File: src/rtl/core/two_level_prefix_range_lookup_macros.svh
// assertion macros shared by the lookup block
`ifndef TWO_LEVEL_PREFIX_RANGE_LOOKUP_MACROS_SVH
`define TWO_LEVEL_PREFIX_RANGE_LOOKUP_MACROS_SVH

// same-cycle implication, disabled while in reset
`define TPLR_ASSERT_NOW(lbl, ck, rn, ante, cons, msg) \
    lbl: assert property (@(posedge ck) disable iff (!rn) (ante) |-> (cons)) else $error(msg);

// next-cycle implication, disabled while in reset
`define TPLR_ASSERT_NEXT(lbl, ck, rn, ante, cons, msg) \
    lbl: assert property (@(posedge ck) disable iff (!rn) (ante) |=> (cons)) else $error(msg);

`endif

File: src/rtl/core/tplr_pkg.sv
`default_nettype none

package tplr_pkg;

    // default sizes of the index stores
    localparam int MAX_ENTRIES_DEF = 64;
    localparam int MAX_SECONDS_DEF = 16;

    // fixed field widths
    localparam int CHAR_W  = 16;
    localparam int IDX_W   = 32;
    localparam int CMD_W   = 2;
    localparam int COUNT_W = 7;

    // command codes
    localparam logic [CMD_W-1:0] CMD_LOAD_HEAD   = 2'd0;
    localparam logic [CMD_W-1:0] CMD_LOAD_SECOND = 2'd1;
    localparam logic [CMD_W-1:0] CMD_QUERY       = 2'd2;

    // result of the shared character compare
    typedef struct packed {
        logic eq;
        logic gt;
    } cmp_res_t;

endpackage

`default_nettype wire

File: src/rtl/core/tplr_cmp.sv
`default_nettype none

module tplr_cmp (
    input  wire logic [tplr_pkg::CHAR_W-1:0] a,
    input  wire logic [tplr_pkg::CHAR_W-1:0] b,
    output tplr_pkg::cmp_res_t               res
);

    // one character compare, reused by both scans
    always_comb
    begin
        res.eq = (a == b);
        res.gt = (a > b);
    end

endmodule

`default_nettype wire

File: config.mk
export PLATFORM = sky130hd
export DESIGN_NAME = tplr_cmp
export DESIGN_NICKNAME = d
export VERILOG_FILES = /design/src/rtl/core/two_level_prefix_range_lookup_macros.svh /design/src/rtl/core/tplr_pkg.sv /design/src/rtl/core/tplr_cmp.sv
export SDC_FILE = /design/constraint.sdc
export NUM_CORES = 1
export LEC_CHECK = 0
export ABC_AREA = 1
export BUFFER_PORTS_ARGS = -buffer_cell sky130_fd_sc_hd__buf_2
export CAP_MARGIN = 0
export CORE_UTILIZATION = 31
export DETAILED_ROUTE_END_ITERATION = 12
export PLACE_DENSITY = 0.68
export SYNTH_ARGS = -nofsm -noshare
export SYNTH_HDL_FRONTEND = slang
export SYNTH_SLANG_ARGS = --single-unit
File: constraint.sdc
create_clock -name vclk -period 1.53
set_clock_uncertainty 0.2 [all_clocks]
set_input_delay 0.2295 -clock vclk [all_inputs]
set_output_delay 0.2295 -clock vclk [all_outputs]
set_load 0.01 [all_outputs]
==> metrics.yaml <==
grtUsageTotal_pct: 17.09
synth_top_area_cell: "ha_1"
ys_seq_area_share_pct: 0
status: "complete, but fails checks"
dr.first_iter.drc_count: 2
instances_no_fill: 125
fillCellCount: 109
placed_area_sq_um: 644.4
timing.hold.ws_ps: 853.4
crit_type: "primary input to output pin"
grt_pass1_vias: 536
totalWireLength_um: 1266
dp_hpwl_um: 862.5
nClkBuffers: 0
period_needed_ps: 1663
areaGrowthSynthToFinish_pct: 121.3
dp_cells: 122
violations: "negative setup slack"
mappedNetlistArea_sq_um: 440.4
grt_first_pass_wirelength_um: 1911
grt_use_met3_pct: 0.5682
cp.arrival_ps: 1230
grt_max_degree: 3
crit_top_cell: "a21oi_2"
synthesis.nets: 119
rsz0062_at_grt: "yes"
via_per_inst: 4.592
io_pins: 34
finalHoldViolations: 0
critPathRequiredTime_ps: 1100
hold_path.class: "primary input to output pin"
syn_avg_cell_area_sq_um: 6.203
synth_area_leaders: "ha_1 (45%), inv_1 (18%), nand2_1 (14%), a21oi_1 (6.8%), nand4_2 (2.8%)"
critPathMaxStageDelay_ps: 270
yosysWarnings: 0
dr.pass1.iters: 2
seq_cell_count: 0
slowest_stage: "ha_4"
io_buffers: 34
timing.fmax_mhz: 601.4
fin_ws_ps: -132.8
synth_top_area_share_pct: 45.45
power_mw: 0.2780
nets: 160
synthTopCellsByCount: "inv_1 (21), nand2_1 (17), ha_1 (16)"
synthDistinctLibCells: 12
die-area_sq_um: 1575
drive_gt1_share_pct: 73.64
regArea_sq_um: 0
setup-violations-final: 2
drv_cap: 0
gp_congestion: 0.6170
ir_worst_vdd_v: 0.0001438
antenna_found_initial: 0
start_util_pct: 33.43
path_delay_family: "buffers and inverters"
grtUsageMet2_pct: 40.16
startpoint_type: "primary input"
vias: 574
core_sq_um: 1318
grt_busiest_layer: "met2"
antenna_cells: 0
p_leak_nw: 0.5059
maxSlewViolCount: 0
die_x_um: 39.69
wire_per_inst_um: 10.13
crit_chain: "buf_6, inv_4, ha_4, nand2_4, nor2_4, buf_4, a21oi_2, a21oi_2, buf_2"
endpoint_kind: "output pin"
drcViolationCount: 0
global_route.usage.met1_pct: 15.13
gr-total-overflow: 0
slew_headroom_pct: 86.09
rows: 13
fin_crit_sh_pct: 108.7
cp_num_buf_inv: 4
drtAntennaViolNets: 0
yosysMostFrequentCell: "inv_1"
final_core_util_pct: 73.98
worstMarginPinSlew_ps: 206.5
die_h_um: 39.69
synthCells: 71
power_density_nw_per_um2: 285.3
hold_buffers: 0
critPathMaxFanout: 2
final_area_sq_um: 974.7
worst min-delay path: cells and delay by family:
kind	cells	cell delay [ps]
fa+ha+maj	1	250
buf+inv	2	210
simple gates	2	140
through the flow:
| stage | setup TNS [ps] | setup slack (ps) |
|---|---|---|
| 4_1_cts | -194.9 | -123.1 |
| 3_5_place_dp | -354.1 | -210.9 |
| 5_1_grt | -335.8 | -200.2 |
| 3_3_place_gp | -331.5 | -198.3 |
| 6_report | -201.4 | -132.8 |
| 2_1_floorplan | 0 | 24.12 |
power by group:
| part | leakage [nW] | internal (mW) | switching (mW) |
|---|---|---|---|
| Combinational | 0.506 | 0.157 | 0.121 |
| Sequential | 0 | 0 | 0 |
| Clock | 0 | 0 | 0 |
area by class of cell:
class | instances | area (sq um) | area share, %
inverter | 22 | 86.33 | 8.858
timing repair buffer | 39 | 295.3 | 30.30
tap | 15 | 18.77 | 1.926
multi-input combinational | 49 | 574.3 | 58.92
cell usage in the layout (no fill, tap or decap), drive strengths merged:
cell type and n:
buf 39, inv 21, nand2 17, ha 16, a21oi 7, nor2 5
nand4 2, a21o 1, clkinv 1, o21ai 1
cell families after synthesis:
family	share of synthesized area [%]
buffers and inverters	18.75
adder cells (fa/ha/maj)	45.45
AO/OA/AOI/OAI	11.65
AND/OR/NAND/NOR	24.15
final timing paths:
| check | startpoint | end | slack, ps | cells after the start |
|---|---|---|---|---|
| max | b[13] | res[0] | -130 | 9 |
| min | a[8] | res[1] | 850 | 5 |
per-layer routing:
| metal | share of wire [%] | vias up |
|---|---|---|
| met5 | 0 | - |
| met4 | 0 | 0 |
| met3 | 3.5 | 0 |
| met1 | 36 | 258 |
| li1 | - | 299 |
| met2 | 60 | 17 |
timing repair:
item | in CTS | in global routing
endpoints found under the setup margin | 2 | 2
hold endpoints to repair | 0 | 0
pin swaps | 21 | 6
gates resized for setup | 45 | 14
setup buffers | 3 | 0
No activity file was read; power rests on OpenSTA's default activity.
