<file path="src/rtl/core/two_level_prefix_range_lookup_macros.svh">
// assertion macros shared by the lookup block
`ifndef TWO_LEVEL_PREFIX_RANGE_LOOKUP_MACROS_SVH
`define TWO_LEVEL_PREFIX_RANGE_LOOKUP_MACROS_SVH

// same-cycle implication, disabled while in reset
`define TPLR_ASSERT_NOW(lbl, ck, rn, ante, cons, msg) \
    lbl: assert property (@(posedge ck) disable iff (!rn) (ante) |-> (cons)) else $error(msg);

// next-cycle implication, disabled while in reset
`define TPLR_ASSERT_NEXT(lbl, ck, rn, ante, cons, msg) \
    lbl: assert property (@(posedge ck) disable iff (!rn) (ante) |=> (cons)) else $error(msg);

`endif

</file>
<file path="src/rtl/core/tplr_pkg.sv">
`default_nettype none

package tplr_pkg;

    // default sizes of the index stores
    localparam int MAX_ENTRIES_DEF = 64;
    localparam int MAX_SECONDS_DEF = 16;

    // fixed field widths
    localparam int CHAR_W  = 16;
    localparam int IDX_W   = 32;
    localparam int CMD_W   = 2;
    localparam int COUNT_W = 7;

    // command codes
    localparam logic [CMD_W-1:0] CMD_LOAD_HEAD   = 2'd0;
    localparam logic [CMD_W-1:0] CMD_LOAD_SECOND = 2'd1;
    localparam logic [CMD_W-1:0] CMD_QUERY       = 2'd2;

    // result of the shared character compare
    typedef struct packed {
        logic eq;
        logic gt;
    } cmp_res_t;

endpackage

`default_nettype wire

</file>
<file path="src/rtl/core/tplr_ram.sv">
`default_nettype none

module tplr_ram #(
    parameter int WIDTH = tplr_pkg::CHAR_W,
    parameter int DEPTH = tplr_pkg::MAX_ENTRIES_DEF,
    parameter int AW    = 6
) (
    input  wire logic             clk,
    input  wire logic             we,
    input  wire logic [AW-1:0]    waddr,
    input  wire logic [WIDTH-1:0] wdata,
    input  wire logic [AW-1:0]    raddr,
    output logic      [WIDTH-1:0] rdata
);

    logic [WIDTH-1:0] mem [DEPTH];
    logic [WIDTH-1:0] rdata_reg;

    // one write port, one registered read port
    always_ff @(posedge clk)
    begin
        if (we)
        begin
            mem[waddr] <= wdata;
        end
        rdata_reg <= mem[raddr];
    end

    assign rdata = rdata_reg;

endmodule

`default_nettype wire

</file>
<file path="config.mk">
export PLATFORM = sky130hd
export DESIGN_NAME = tplr_ram
export DESIGN_NICKNAME = d
export VERILOG_FILES = /design/src/rtl/core/two_level_prefix_range_lookup_macros.svh /design/src/rtl/core/tplr_pkg.sv /design/src/rtl/core/tplr_ram.sv
export SDC_FILE = /design/constraint.sdc
export NUM_CORES = 1
export LEC_CHECK = 0
export BUFFER_PORTS_ARGS = -buffer_cell sky130_fd_sc_hd__buf_2
export CAP_MARGIN = 20
export CELL_PAD_IN_SITES_DETAIL_PLACEMENT = 1
export CELL_PAD_IN_SITES_GLOBAL_PLACEMENT = 2
export CORE_MARGIN = 2
export CORE_UTILIZATION = 45
export CTS_BUF_LIST = sky130_fd_sc_hd__clkbuf_8
export DETAILED_ROUTE_END_ITERATION = 8
export PLACE_DENSITY_LB_ADDON = 0.08
export SYNTH_ARGS = -nofsm -noshare
export SYNTH_HDL_FRONTEND = slang
export SYNTH_SLANG_ARGS = --single-unit
</file>
<file path="constraint.sdc">
create_clock -name clk -period 2.2 [get_ports clk]
set_clock_uncertainty 0.1 [all_clocks]
set_input_delay 0.22 -clock clk [delete_from_list [all_inputs] [get_ports clk]]
set_output_delay 0.22 -clock clk [all_outputs]
set_load 0.005 [all_outputs]
</file>
==> flow_summary.json <==
{
  "grt_pass1_wl_um": 151000,
  "postLayoutCoreUtil_pct": 53.4,
  "setup_viol": 0,
  "ant_nets": 0,
  "start_util_pct": 45.4,
  "numCtsBuffers": 170,
  "cts-root-buf": "clkbuf_8",
  "gp_congestion": 0.783,
  "synth-seq-cells": 1040,
  "rr_worst_depth": 5,
  "vias": 19800,
  "maxSlewHeadroom_pct": 29.1,
  "io_pins": 46,
  "report.final.slew_viol_count": 0,
  "dieArea_um2": 91400,
  "cts_setup_buffers": 0,
  "remaining_drc_errors": 0,
  "grt_pass1_vias": 21500,
  "core_area_um2": 88200,
  "die_h_um": 302,
  "firstDrtPassIters": 5,
  "vdd_ir_drop_max_uv": 532,
  "cp.required_ns": 2.80,
  "worstPathMaxFanout": 1,
  "wl_um": 104000,
  "synthDistinctLibCells": 43,
  "cts.sinks": 1040,
  "min_period_ns": 2.07,
  "tightest_slew_ns": 1.06,
  "outcome": "finished clean",
  "synthesis.area_um2": 40000,
  "cts_tree": "done",
  "gr-total-overflow": 0,
  "ctsResizeCount": 0,
  "cts-htree-levels": 4,
  "rsz0062_at_grt": "no",
  "syn_nets": 1859,
  "synth-edff-count": 1024,
  "p_leak_nw": 15.6,
  "holdPathStages": 1,
  "synth_warnings": 0,
  "vias_per_cell": 5.60,
  "synthArstFlopShare_pct": 0,
  "clock_path_buffers": 3,
  "largest_register_ffs": 1024,
  "hold_viol": 0,
  "hp-class": "in -> reg",
  "hpwlAfterDp_um": 66700,
  "arrival_ns": 2.67,
  "worst_setup_path_start_kind": "flip-flop",
  "rows": 109,
  "cellPowerDensity_nw_per_um2": 842,
  "clkTransAtPathRegs_ns": 0.06,
  "fmax_mhz": 482,
  "cp-end-kind": "flip-flop",
  "max-cap-violations": 0,
  "ys.flop_type": "edfxtp_1",
  "synth-seq-area-share_pct": 77.6,
  "syn_to_final_growth_pct": 17.7,
  "die_x_um": 302,
  "syn_area_per_cell_um2": 21.9,
  "antenna_found_initial": 5,
  "io_buffers": 45,
  "worstSetupPathType": "reg -> reg",
  "fin_hold_ws_ns": 0.0896,
  "grt_usage_pct": 23.5,
  "nets": 2266,
  "wl_per_cell_um": 29.5,
  "drt-initial-drc-count": 1608,
  "fillers": 7780,
  "synth_cells": 1829,
  "layout-drive-gt1-share_pct": 32.9,
  "period_share_pct": 94.2,
  "insertion_delay_ns": 0.81,
  "grt_max_degree": 65
}
[through the flow]
| stage | total power [mW] | instances | cell area (um2) | setup slack [ns] | TNS, ns |
|---|---|---|---|---|---|
| after global placement | 24.8 | 3207 | 43900 | -0.400 | -3.81 |
| after CTS | 40.2 | 3523 | 47100 | 0.0992 | 0 |
| final | 39.7 | 3528 | 47100 | 0.127 | 0 |
| after detailed placement | 24.8 | 3207 | 43900 | -0.407 | -4.04 |
| after floorplan | 23.5 | 1829 | 40100 | -0.0778 | -9.51 |
| after global routing | 41.1 | 3524 | 47100 | 0.0696 | 0 |
[timing repair]
action | in CTS | in global routing
setup endpoints to repair | 0 | 0
endpoints found under the hold margin | 820 | 0
hold buffers | 22 | 0
[cells by family (layout without fill, tap and decap cells)]
group,Yosys count,in the layout,synth area share [%]
compound gates,129,129,2.41
flops,1040,1040,77.6
simple gates,220,220,2.65
mux,336,336,15.5
other cells,0,5,0
buf+inv,104,633,1.83
[critical path: stages, from the launching register on]
cell and delay (ns):
edfxtp_1 0.38, mux4_2 0.48, mux2_2 0.30, nand2_1 0.12
nand4_1 0.30, and4_1 0.29
[routing by layer]
metal  global-route usage (%)  part of all wire [%]
met2                     39.0                    50
met3                     6.03                   5.7
met5                        0                 0.013
met4                     8.29                   2.8
met1                     30.2                    41
[synthesized netlist by cell type (all sizes together) (12+ instances only)]
cell type	n	share of area [%]
mux2	27	0.76
mux2i	85	2.1
nand3	24	0.30
a221oi	16	0.35
a21oi	17	0.21
nand2	60	0.58
dfxtp	16	0.80
mux4	224	13
nor2b	30	0.47
clkbuf	27	0.27
buf	77	1.6
nand4	12	0.19
nor2	74	0.71
a22oi	39	0.73
edfxtp	1024	77
[final cells by class]
cell class              instances  area [um2]  area share, %
well taps                    1165        1460           3.09
clock buffers                 179        2460           5.23
flip-flops and latches       1040       31100           65.9
repair buffers                339        3300           7.01
diodes                          5        12.5         0.0265
clock inverters               115         581           1.23
multi-input cells             685        8250           17.5
[cell usage in the layout (no fill, tap or decap), types with 3 or more instances in the layout]
cell / n
edfxtp_1: 1024
mux4_2: 220
buf_4: 209
clkbuf_8: 179
mux2i_1: 85
nor2_1: 72
buf_12: 63
nand2_1: 59
inv_1: 59
buf_2: 42
a22oi_1: 39
clkinv_1: 33
nor2b_1: 30
mux2_2: 27
nand3_1: 24
dlygate4sd3_1: 22
a21oi_1: 17
a221oi_1: 16
dfxtp_1: 16
nand4_1: 12
clkinv_2: 12
a211o_1: 8
a31oi_1: 8
a211oi_1: 8
a311oi_1: 8
a22o_1: 6
a221o_1: 6
diode_2: 5
a41oi_1: 5
o21ai_0: 5
and4_1: 5
clkinvlp_4: 5
mux4_1: 4
bufinv_16: 4
nand2b_1: 3
o21ai_1: 3
nor4_2: 3
[worst paths after layout]
| kind | endpoint | slack [ns] | startpoint |
|---|---|---|---|
| worst min register to register | rdata[10]$_DFF_P_ | 0.79 | mem[32][10]$_DFFE_PP_ |
| worst max-delay path | rdata[10]$_DFF_P_ | 0.13 | mem[31][10]$_DFFE_PP_ |
| worst max register to register | rdata[10]$_DFF_P_ | 0.13 | mem[31][10]$_DFFE_PP_ |
| worst min-delay path | mem[28][12]$_DFFE_PP_ | 0.09 | wdata[12] |
[power breakdown]
group / leakage (nW) / total, mW / internal [mW] / switching, mW
combinational: 4.46 / 2.39 / 1.01 / 1.38
clock: 1.77 / 15.3 / 7.92 / 7.39
sequential: 9.35 / 22.0 / 21.9 / 0.0635
total: 15.6 / 39.7 / 30.9 / 8.84
Note: power is estimated with default switching activity, not from simulation.
